==> config.mk <==
export PLATFORM = sky130hd
export DESIGN_NAME = css_ctrl
export DESIGN_NICKNAME = d
export VERILOG_FILES = /design/src/design/css_pkg.sv /design/src/design/css_ctrl.sv
export VERILOG_INCLUDE_DIRS = /design/src /design/src/design
export SDC_FILE = /design/constraint.sdc
export NUM_CORES = 1
export LEC_CHECK = 0
export ABC_CLOCK_PERIOD_IN_PS = 2430
export BUFFER_PORTS_ARGS = -buffer_cell sky130_fd_sc_hd__buf_2
export CELL_PAD_IN_SITES_DETAIL_PLACEMENT = 1
export CELL_PAD_IN_SITES_GLOBAL_PLACEMENT = 2
export CORE_MARGIN = 8
export CORE_UTILIZATION = 27
export DETAILED_ROUTE_END_ITERATION = 8
export GPL_TIMING_DRIVEN = 0
export PLACE_DENSITY = 0.9
export RECOVER_POWER = 25
export SETUP_SLACK_MARGIN = 0.15
export SYNTH_ARGS = -nofsm -noshare
export SYNTH_HDL_FRONTEND = slang
export SYNTH_SLANG_ARGS = --single-unit
==> constraint.sdc <==
create_clock -name clk -period 2.43 [get_ports clk]
set_clock_uncertainty 0.2 [all_clocks]
set_input_delay 0.486 -clock clk [delete_from_list [all_inputs] [get_ports clk]]
set_output_delay 0.486 -clock clk [all_outputs]
set_load 0.01 [all_outputs]
==> src/design/cosine_similarity_stream_top_defines.svh <==
// Assertion macros for the cosine similarity stream block.
// Used by the datapath and controller; expects clk and rst in scope.
`ifndef COSINE_SIMILARITY_STREAM_TOP_DEFINES_SVH
`define COSINE_SIMILARITY_STREAM_TOP_DEFINES_SVH
`ifndef NO_ASSERTIONS
`define CSS_ASSERT(label, ante, cons) \
  label: assert property (@(posedge clk) disable iff (rst) (ante) |-> (cons)) \
    else $error("css assertion failed");
`define CSS_ASSERT_NEXT(label, ante, cons) \
  label: assert property (@(posedge clk) disable iff (rst) (ante) |=> (cons)) \
    else $error("css assertion failed");
`else
`define CSS_ASSERT(label, ante, cons)
`define CSS_ASSERT_NEXT(label, ante, cons)
`endif
`endif

==> src/design/css_pkg.sv <==
// Shared types and constants for the cosine similarity stream block.
// No dependencies.
package css_pkg;

  localparam int ELEM_W   = 16;
  localparam int PROD_W   = 2 * ELEM_W;
  localparam int DOT_W    = 43;
  localparam int NORM_W   = 41;
  localparam int SCORE_W  = 16;
  localparam int LIMB_W   = 32;
  localparam int MAC_W    = 128;
  localparam int PRD_W    = 2 * NORM_W;
  localparam int MAX_DIM_DEF = 1024;

  localparam logic [DOT_W-1:0]   DOT_MAX = {1'b0, {(DOT_W-1){1'b1}}};
  localparam logic [DOT_W-1:0]   DOT_MIN = {1'b1, {(DOT_W-1){1'b0}}};
  localparam logic [NORM_W-1:0]  NORM_MAX = {NORM_W{1'b1}};
  localparam logic [SCORE_W-1:0] SRCH_TOP = 16'd32768;
  localparam logic [SCORE_W-1:0] SCORE_POS_MAX = 16'd32767;

  typedef enum logic [1:0] {
    MS_SQ,
    MS_PR,
    MS_ODD,
    MS_LHS
  } mul_src_t;

  typedef enum logic [3:0] {
    S_ACC,
    S_DRAIN,
    S_LATCH,
    S_SQ,
    S_SQW,
    S_PR,
    S_PRW,
    S_CHK,
    S_ODD,
    S_ODW,
    S_LHS,
    S_LHW,
    S_CMP,
    S_DONE
  } css_state_t;

  typedef struct packed {
    logic     take;
    logic     latch;
    logic     acc_clr;
    logic     mul_en;
    mul_src_t src;
    logic [1:0] i;
    logic [1:0] j;
    logic     mac_clr;
    logic     rhs_ld;
    logic     prod_ld;
    logic     srch_init;
    logic     odd2_ld;
    logic     srch_upd;
    logic     out_ld;
  } css_cmd_t;

  typedef struct packed {
    logic norm_zero;
    logic lo_lt_hi;
    logic out_busy;
  } css_stat_t;

endpackage

==> src/design/css_ctrl.sv <==
// Controller: sequences accumulation, the multiply steps and the score search.
// Depends on css_pkg; drives the datapath through css_cmd_t.
`include "cosine_similarity_stream_top_defines.svh"
module css_ctrl (
  input  logic               clk,
  input  logic               rst,
  input  logic               s_tvalid,
  input  logic               s_tlast,
  output logic               s_tready,
  input  css_pkg::css_stat_t st,
  output css_pkg::css_cmd_t  cmd
);
  import css_pkg::*;

  css_state_t state, state_next;
  logic [1:0] step, step_next;
  logic       take;

  assign take = s_tvalid && s_tready;

  always_ff @(posedge clk) begin
    if (rst) begin
      state <= S_ACC;
      step  <= '0;
    end else begin
      state <= state_next;
      step  <= step_next;
    end
  end

  always_comb begin
    state_next = state;
    unique case (state)
      S_ACC:   if (take && s_tlast) state_next = S_DRAIN;
      S_DRAIN: state_next = S_LATCH;
      S_LATCH: state_next = st.norm_zero ? S_DONE : S_SQ;
      S_SQ:    if (step == 2'd3) state_next = S_SQW;
      S_SQW:   state_next = S_PR;
      S_PR:    if (step == 2'd3) state_next = S_PRW;
      S_PRW:   state_next = S_CHK;
      S_CHK:   state_next = st.lo_lt_hi ? S_ODD : S_DONE;
      S_ODD:   state_next = S_ODW;
      S_ODW:   state_next = S_LHS;
      S_LHS:   if (step == 2'd2) state_next = S_LHW;
      S_LHW:   state_next = S_CMP;
      S_CMP:   state_next = S_CHK;
      S_DONE:  if (!st.out_busy) state_next = S_ACC;
      default: state_next = S_ACC;
    endcase
  end

  always_comb begin
    step_next = '0;
    if ((state == S_SQ || state == S_PR || state == S_LHS) && state_next == state) begin
      step_next = step + 1'b1;
    end
  end

  always_comb begin
    cmd      = '0;
    cmd.src  = MS_SQ;
    s_tready = 1'b0;
    unique case (state)
      S_ACC: begin
        s_tready = 1'b1;
        cmd.take = take;
      end
      S_LATCH: begin
        cmd.latch   = 1'b1;
        cmd.mac_clr = 1'b1;
      end
      S_SQ: begin
        cmd.mul_en = 1'b1;
        cmd.src    = MS_SQ;
        cmd.i      = {1'b0, step[1]};
        cmd.j      = {1'b0, step[0]};
      end
      S_SQW: begin
        cmd.rhs_ld  = 1'b1;
        cmd.mac_clr = 1'b1;
      end
      S_PR: begin
        cmd.mul_en = 1'b1;
        cmd.src    = MS_PR;
        cmd.i      = {1'b0, step[1]};
        cmd.j      = {1'b0, step[0]};
      end
      S_PRW: begin
        cmd.prod_ld   = 1'b1;
        cmd.mac_clr   = 1'b1;
        cmd.srch_init = 1'b1;
      end
      S_ODD: begin
        cmd.mul_en = 1'b1;
        cmd.src    = MS_ODD;
      end
      S_ODW: begin
        cmd.odd2_ld = 1'b1;
      end
      S_LHS: begin
        cmd.mul_en = 1'b1;
        cmd.src    = MS_LHS;
        cmd.i      = step;
      end
      S_CMP: begin
        cmd.srch_upd = 1'b1;
        cmd.mac_clr  = 1'b1;
      end
      S_DONE: begin
        cmd.out_ld  = !st.out_busy;
        cmd.acc_clr = !st.out_busy;
      end
      default: begin
        cmd.src = MS_SQ;
      end
    endcase
  end

  `CSS_ASSERT(a_take_only_acc, take, state == S_ACC)
  `CSS_ASSERT_NEXT(a_last_drains, take && s_tlast, state == S_DRAIN && !s_tready)
  `CSS_ASSERT(a_step_bound, state == S_LHS, step != 2'd3)

endmodule

==> results of run 1 <==
[registers in the layout, indices dropped and copies added, names as in the netlist]
| register | cells |
|---|---|
| step | 2 |
| state | 4 |
[metrics by stage]
step,utilization (%),power [µW],instance area [µm²]
2_1_floorplan,-,243,624
3_3_place_gp,35.4,290,774
3_5_place_dp,35.4,293,774
4_1_cts,36.4,386,797
5_1_grt,36.4,407,797
6_report,36.4,376,797
[logic make-up (layout without fill, tap and decap cells)]
kind of cell,count (synthesis),count (layout),share of synthesized area (%)
compound gates,17,17,24.0
xor+xnor,1,1,2.61
fa+ha+maj,2,2,4.01
buf+inv,14,40,16.0
flops,6,6,19.2
mux,1,1,1.60
other cells,1,1,0.601
simple gates,35,35,31.9
[power breakdown]
part	switching, µW	internal (µW)
combinational	97.5	79.9
sequential	4.77	107
clock	31.7	55.6
total	134	242
[metal layers]
layer / track usage, % / part of all wire (%)
met3: 4.88 / 8.1
met5: 0 / 0
met2: 15.2 / 47
met1: 9.77 / 45
met4: 1.67 / 0
[layout make-up]
type                       count  area (µm²)  share of cell area, %
buffer                        10        85.1                   10.7
clock buffer                   3        22.5                   2.83
inverter                       4        15.0                   1.88
multi-input combinational     57         404                   50.7
sequential                     6         120                   15.1
tap                           28        35.0                   4.40
timing repair buffer          23         115                   14.4
[repair_timing]
action,in CTS,in global routing
setup endpoints to repair,0,1
buffers inserted,0,0
resized for setup,0,1
[worst max-delay path, cell delays in order (launching register included)]
cell and delay [ps]:
dfxtp_1 300, buf_6 140, buf_2 180, nand2b_1 200, nor3_2 140, buf_4 130
buf_2 110
[synthesized netlist by cell type (2+ instances only)]
master    count
nor2_1        9
nand2b_1      8
dfxtp_1       6
nor3_1        5
a21oi_1       4
buf_4         4
buf_6         4
inv_1         4
nand2_1       3
o221ai_1      3
a31oi_1       2
and2_1        2
buf_2         2
ha_1          2
nor4_1        2
o22ai_1       2
[worst max path at each step]
stage | from | depth (start not counted) | endpoint | slack, ps
after floorplan | state[1]$_SDFF_PP0_ | 5 | cmd[14] | 480
after global placement | state[1]$_SDFF_PP0_ | 6 | cmd[14] | 500
after detailed placement | state[1]$_SDFF_PP0_ | 6 | cmd[14] | 480
after CTS | state[1]$_SDFF_PP0_ | 6 | cmd[14] | 210
after global routing | state[1]$_SDFF_PP0_ | 6 | cmd[14] | 200
final | state[1]$_SDFF_PP0_ | 6 | cmd[14] | 290
==> out/metrics.yaml, run 1 <==
layout_common_cells: "25 x buf_2, 9 x nor2_1, 8 x nand2b_1, 6 x dfxtp_1"
grt_pass1_wl_mm: 3.03
ios: 25
clkSinkCount: 6
postSynthAreaPerCell_um2: 8.11
h-tree-depth: 1
power_density_mw_per_mm2: 472
drt_wl_total_mm: 1.80
core_mm2: 0.00219
grt_pass1_vias: 640
hold_class: "input port to flip-flop"
maxCapViolCount: 0
ys_seq_elements: 6
cts_root_buf: "clkbuf_4"
fin_nets: 114
initial_utilization_pct: 28.5
syn_nets: 86
reg2reg_from: "step[0]$_SDFF_PP0_"
cp_max_fo: 10
clkTransAtPathRegs_ps: 40
r2r-end: "step[1]$_SDFF_PP0_"
ys_seq_area_share_pct: 19.2
area_growth_pct: 27.7
die_area_mm2: 0.00411
outcome: "completed"
cp.arrival_ps: 1450
synth_edf_count: 0
place_hpwl_mm: 1.47
critPathKind: "flip-flop to output pin"
clock_path_buffers: 2
wl_per_cell_um: 13.7
ys_warn_count: 0
postSynth.asyncResetShare_pct: 0
antenna_cells: 0
crit_required_ps: 1740
antenna_found_initial: 0
viasPerCell: 4.80
ant_nets: 0
fp.dieW_um: 64.1
syn_area_um2: 624
drtIter0Drc: 15
slew_viol_final: 0
synth_flop_cell: "dfxtp_1"
drive_above_1_share_pct: 42.7
grt_overflow: 0
yosysUniqueCellTypes: 31
yosys.area.top_type: "dfxtp_1"
cts_buffers: 3
detail_route.first_pass.iterations: 4
min_from: "rst"
min_to: "state[2]$_SDFF_PP0_"
num_rows: 17
cts_hold_repair.buffers: 0
fmax_mhz: 468
power.leakage_uw: 0.000356
hold_viol_final: 0
irDropWorstVdd_v: 0.000339
grt_max_degree: 11
dieHeight_um: 64.1
clkLatencyLatePin_ps: 240
synthCells: 77
tns_ps: 0
r2r_slack_ps: 870
whs_ps: 255
rsz0062_at_grt: "false"
fillers: 274
port_buffers: 23
setup_viol: 0
drc: 0
post-route-period-util_pct: 87.9
startpoint_type: "flip-flop"
final_cells: 131
fin_crit_ps: 2140
worstRegToRegCells: 6
cts_tree: "built"
layout_setup_ws_ps: 294
final_common_cell: "buf_2"
hold_depth: 2
detailroute.via_count: 629
place.gp.congestion: 0.811
track_usage_pct: 8.99
place_ws_ps: 478
dp_cells: 128
synth_top_area_share_pct: 19.2
cp-end-kind: "output pin"
synthTopCellsByArea: "dfxtp_1 19%, nand2b_1 8.0%, buf_6 7.2%"
No activity file was read; power rests on OpenSTA's default activity.
==> inputs of run 2 (changes only) <==
--- a/constraint.sdc
+++ b/constraint.sdc
@@ -4,2 +4,2 @@
 set_output_delay 0.486 -clock clk [all_outputs]
-set_load 0.01 [all_outputs]
+set_load 0.1 [all_outputs]
==> run 2 against run 1 <==
  * Global-route usage increased by 0.97 points
  * Combinational power is 130% higher
  * Register-to-register slack worse by 50 ps
  * Worst hold slack lost 16 ps
  * Non-clock buffer count rose by 2
  * Cell count grew 1.5%
  * Clock-buffer cell count unchanged
  * Clock power up 9.2%
  * Via count rose by 5.2%
  * Largest cell class unchanged
  * Flip-flop and latch count is the same
  * Setup slack got worse by 120 ps
==> out/metrics.yaml, run 2 (synthesized netlist as in run 1, its figures left out) <==
clock_path_buffers: 2  # unchanged
die_area_mm2: 0.00411  # unchanged
pwr-share-seq_pct: 18.4  # -11 points
fin_area_mm2: 0.00106  # +33%
cp_slowest_cell: "dfxtp_1"
maxCapViolCount: 0  # unchanged
num_rows: 17  # unchanged
hold_depth: 2  # unchanged
cp.arrival_ps: 1570  # +120 ps
antenna_cells: 0  # unchanged
antenna_found_initial: 0  # unchanged
detail_route.first_pass.iterations: 4  # unchanged
core_mm2: 0.00219  # unchanged
cts_tree: "built"
hold_viol_final: 0  # unchanged
hold_class: "input port to flip-flop"
cp-end-kind: "output pin"
drive_above_1_share_pct: 57.1  # +14 points
fin_crit_ps: 2250  # +118 ps
viasPerCell: 4.98  # +3.7%
tns_ps: 0  # unchanged
startpoint: "state[1]$_SDFF_PP0_"
h-tree-depth: 1  # unchanged
crit_required_ps: 1740  # about the same
critPathKind: "flip-flop to output pin"
final_common_cell: "buf_4"
power.switching_uw: 316  # +140%
cts_hold_repair.buffers: 0  # unchanged
largest_register_ffs: 4  # unchanged
whs_ps: 240  # -15.9 ps
dpl_cell_area_um2: 907  # +17%
area_growth_pct: 69.3
r2r-end: "step[1]$_SDFF_PP0_"
place_ws_ps: 123  # -355 ps
cts_buffers: 3  # unchanged
fmax_mhz: 444  # -5.2%
regMostFlops: "state"
startpoint_type: "flip-flop"
ant_nets: 0  # unchanged
grt_pass1_vias: 709  # +11%
p_comb_share_pct: 65.9  # +19 points
clockPowerShare_pct: 15.8  # -7.4 points
drc: 0  # unchanged
power.leakage_uw: 0.000405  # +14%
clkTransAtPathRegs_ps: 50  # about the same
grt_pass1_wl_mm: 3.36  # +11%
reg2reg_from: "step[0]$_SDFF_PP0_"
slew_viol_final: 0  # unchanged
ios: 25  # unchanged
cp_max_fo: 10  # unchanged
outcome: "completed"
post-route-period-util_pct: 92.8  # +4.8 points
p_int_uw: 290  # +20%
grt_overflow: 0  # unchanged
r2r_slack_ps: 820  # -50 ps
setup_viol: 0  # unchanged
fin_nets: 116  # +1.8%
port_buffers: 23  # unchanged
power_density_mw_per_mm2: 572  # +21%
endpoint: "cmd[14]"
detailroute.via_count: 662  # +5.2%
irDropWorstVdd_v: 0.000293  # -14%
clkLatencyLatePin_ps: 250  # about the same
initial_utilization_pct: 28.5  # unchanged
fp.dieW_um: 64.1  # unchanged
drt_wl_total_mm: 1.97  # +9.6%
cts_root_buf: "clkbuf_4"
worstRegToRegCells: 6  # unchanged
place.gp.congestion: 0.829  # +2.2%
drtIter0Drc: 9  # -6
clkSinkCount: 6  # unchanged
layout_setup_ws_ps: 176  # -118 ps
place_hpwl_mm: 1.60  # +9.1%
dieHeight_um: 64.1  # unchanged
rsz0062_at_grt: "true"
grt_max_degree: 11  # unchanged
wl_per_cell_um: 14.8  # +8.0%
max_stage_delay_ps: 300  # about the same
crit_chain: "buf_6, buf_8, nand2b_4, nor3_4, buf_12, buf_16"
reg_top3: "state: 4 flops, step: 2 flops"
p_sw_share_pct: 52.2  # +17 points
layout_common_cells: "10 x buf_4, 8 x buf_6, 8 x clkbuf_4, 8 x buf_2"
track_usage_pct: 9.97  # +0.97 points
min_from: "rst"
run 2: power by group through the flow:
| stage | clock network, µW | registers, µW | logic (µW) |
|---|---|---|---|
| 3_5_place_dp | 0 | 113 | 362 |
| 6_report | 95.3 | 111 | 399 |
| 4_1_cts | 100 | 111 | 372 |
| 5_1_grt | 108 | 112 | 420 |
| 3_3_place_gp | 0 | 113 | 358 |
| 2_1_floorplan | 0 | 112 | 312 |
run 2: layout make-up:
class | instances | area (µm²)
buffer | 10 | 114
clock buffer | 3 | 22.5
fill | 260 | 1130
inverter | 4 | 15.0
multi-input combinational | 57 | 539
sequential | 6 | 120
tap | 28 | 35.0
timing repair buffer | 25 | 211
run 2: routing by layer:
layer / vias to the layer above / GRT usage (%) / share of wire, %
met5: - / 0 / 0
met4: 0 / 2.51 / 1.0
met3: 2 / 5.05 / 9.1
met2: 24 / 15.8 / 49
met1: 308 / 11.6 / 41
li1: 328 / - / -
run 2: worst max-delay path: cells and delay by family (launching register included):
kind	cells	cell delay, ps
buffers and inverters	4	590
DFF	1	300
and+or+nand+nor	2	430
run 2: worst min-delay path by stage:
| stage | to |
|---|---|
| 4_1_cts | state[0]$_SDFF_PP0_ |
| 3_3_place_gp | step[0]$_SDFF_PP0_ |
| 2_1_floorplan | step[0]$_SDFF_PP0_ |
| 6_report | state[0]$_SDFF_PP0_ |
| 3_5_place_dp | step[0]$_SDFF_PP0_ |
| 5_1_grt | state[2]$_SDFF_PP0_ |
run 2: metrics by stage:
step / power [µW] / cells / util, %
2_1_floorplan: 425 / 77 / -
3_3_place_gp: 471 / 128 / 41.4
3_5_place_dp: 475 / 128 / 41.4
4_1_cts: 583 / 131 / 44.1
5_1_grt: 640 / 133 / 48.3
6_report: 605 / 133 / 48.3
run 2: repair_timing:
action / CTS / global route
endpoints found under the hold margin: 0 / 0
buffers inserted: 0 / 2
gates cloned: 0 / 0
pin swaps: 0 / 1
gates resized for setup: 14 / 19
endpoints found under the setup margin: 11 / 11
==> inputs of run 3 (changes only) <==
--- a/config.mk
+++ b/config.mk
@@ -8,3 +8,3 @@
 export LEC_CHECK = 0
-export ABC_CLOCK_PERIOD_IN_PS = 2430
+export ABC_CLOCK_PERIOD_IN_PS = 2700
 export BUFFER_PORTS_ARGS = -buffer_cell sky130_fd_sc_hd__buf_2
==> constraint.sdc (replaced) <==
create_clock -name clk -period 2.7 [get_ports clk]
set_clock_uncertainty 0.2 [all_clocks]
set_input_delay 0.54 -clock clk [delete_from_list [all_inputs] [get_ports clk]]
set_output_delay 0.54 -clock clk [all_outputs]
set_load 0.05 [all_outputs]
==> run 3 against run 2 <==
  * Combinational power is 44% lower
  * Critical endpoint unchanged
  * Flip-flop and latch count stayed put
  * Final area is 23% lower
  * Non-clock buffer count is 2 lower
  * Global-route usage is 1.3 points lower
  * Largest cell class unchanged
  * Worst hold slack better by 19 ps
  * Critical path depth stayed put
  * Clock power is 19% lower
  * Setup slack better by 96 ps
  * Die area stayed put
  * Routed wire length is 8.9% lower
  * Cell count is 1.5% lower
==> out/metrics.yaml, run 3 (synthesized netlist as in run 1, its figures left out) <==
place.gp.congestion: 0.755  # -8.9%
grt_pass1_vias: 664  # -6.3%
utilization_pct: 37.0  # -11 points
post-route-period-util_pct: 89.9
drc: 0  # unchanged
maxCapViolCount: 0  # unchanged
endpoint: "cmd[14]"
area_growth_pct: 29.9
cts_root_buf: "clkbuf_4"
grt_overflow: 0  # unchanged
critPathKind: "flip-flop to output pin"
cp.arrival_ps: 1690  # +120 ps
crit_required_ps: 1960  # +220 ps
hold_viol_final: 0  # unchanged
core_mm2: 0.00219  # unchanged
grt_max_degree: 11  # unchanged
dp_cells: 128  # unchanged
startpoint: "state[1]$_SDFF_PP0_"
reg_top3: "state: 4 flops, step: 2 flops"
cts_buffers: 3  # unchanged
irDropWorstVdd_v: 0.000230  # -21%
power.leakage_uw: 0.000356  # -12%
detail_route.first_pass.iterations: 4  # unchanged
cts_tree: "built"
setup_viol: 0  # unchanged
fin_crit_ps: 2430
hold_class: "flip-flop to flip-flop"
outcome: "completed"
fmax_mhz: 412
cp-end-kind: "output pin"
r2r-end: "state[3]$_SDFF_PP0_"
regMostFlops: "state"
fp.dieW_um: 64.1  # unchanged
post_cts_buffers: 0  # unchanged
antenna_cells: 0  # unchanged
tns_ps: 0  # unchanged
startpoint_type: "flip-flop"
cts_hold_repair.buffers: 0  # unchanged
power_density_mw_per_mm2: 493  # -14%
clkLatencyLatePin_ps: 230  # -20 ps
track_usage_pct: 8.68  # -1.3 points
port_buffers: 23  # unchanged
drtIter0Drc: 13  # +4
ant_nets: 0  # unchanged
num_rows: 17  # unchanged
cp_max_fo: 10  # unchanged
rsz0062_at_grt: "false"
worstRegToRegCells: 5  # -1
place_hpwl_mm: 1.48  # -7.6%
clkTransAtPathRegs_ps: 40  # about the same
dieHeight_um: 64.1  # unchanged
largest_register_ffs: 4  # unchanged
final_cells: 131  # -1.5%
whs_ps: 259  # +19.2 ps
slew_viol_final: 0  # unchanged
total_power_uw: 400  # -34%
drt_wl_total_mm: 1.80  # -8.9%
die_area_mm2: 0.00411  # unchanged
viasPerCell: 4.92  # -1.1%
antenna_found_initial: 0  # unchanged
detailroute.via_count: 645  # -2.6%
r2r_slack_ps: 1090  # +270 ps
final_common_cell: "buf_2"
clock_path_buffers: 2  # unchanged
drive_above_1_share_pct: 42.7  # -14 points
grt_pass1_wl_mm: 2.98  # -11%
initial_utilization_pct: 28.5  # unchanged
wl_per_cell_um: 13.7  # -7.5%
ctsResizeCount: 0  # -14
clkSinkCount: 6  # unchanged
ios: 25  # unchanged
reg2reg_from: "state[1]$_SDFF_PP0_"
h-tree-depth: 1  # unchanged
fin_nets: 114  # -1.7%
layout_common_cells: "24 x buf_2, 9 x nor2_1, 8 x nand2b_1, 6 x dfxtp_1"
[run 3: cell types whose count changed in the layout (fill, tap and decap cells not counted), sizes merged]
cell | before | now
buf | 30 | 32
clkbuf | 8 | 4
[run 3: stage by stage]
step	setup slack, ps	cell area [µm²]
6_report	272	811
5_1_grt	166	811
4_1_cts	350	817
3_5_place_dp	611	795
3_3_place_gp	634	795
2_1_floorplan	213	644
[run 3: cell type report]
cell class | instances | area, µm²
Tap cell | 28 | 35.0
Sequential cell | 6 | 120
Buffer | 10 | 83.8
Timing Repair Buffer | 23 | 115
Fill cell | 282 | 1380
Multi-Input combinational cell | 57 | 419
Inverter | 4 | 15.0
Clock buffer | 3 | 22.5
[run 3: power breakdown]
group / internal, µW / switching (µW) / leakage [µW]
Combinational: 75.5 / 147 / 0.000294
Clock: 49.9 / 27.4 / 0.0000138
Sequential: 96.0 / 4.32 / 0.0000488
[run 3: how the worst min path moves through the flow]
stage                              end                from  cells past startpoint  slack (ps)
global placement    step[0]$_SDFF_PP0_  step[0]$_SDFF_PP0_                      1         250
global route        step[0]$_SDFF_PP0_  step[0]$_SDFF_PP0_                      1         300
detailed placement  step[0]$_SDFF_PP0_  step[0]$_SDFF_PP0_                      1         260
finish              step[0]$_SDFF_PP0_  step[0]$_SDFF_PP0_                      1         260
CTS                 step[0]$_SDFF_PP0_  step[0]$_SDFF_PP0_                      1         260
floorplan           step[0]$_SDFF_PP0_  step[0]$_SDFF_PP0_                      1         230
[run 3: critical path: stages, from the launching register on]
cell and delay (ps):
dfxtp_1 310, buf_6 150, clkbuf_1 370, nand2b_1 230, nor3_2 60, buf_4 120
buf_2 200
[run 3: per-layer routing]
metal | share of wire, % | GRT usage (%) | vias to the layer above
met5 | 0 | 0 | -
met4 | 0.33 | 3.34 | 0
met3 | 5.5 | 2.26 | 2
met2 | 47 | 15.7 | 14
met1 | 47 | 9.39 | 307
li1 | - | - | 322
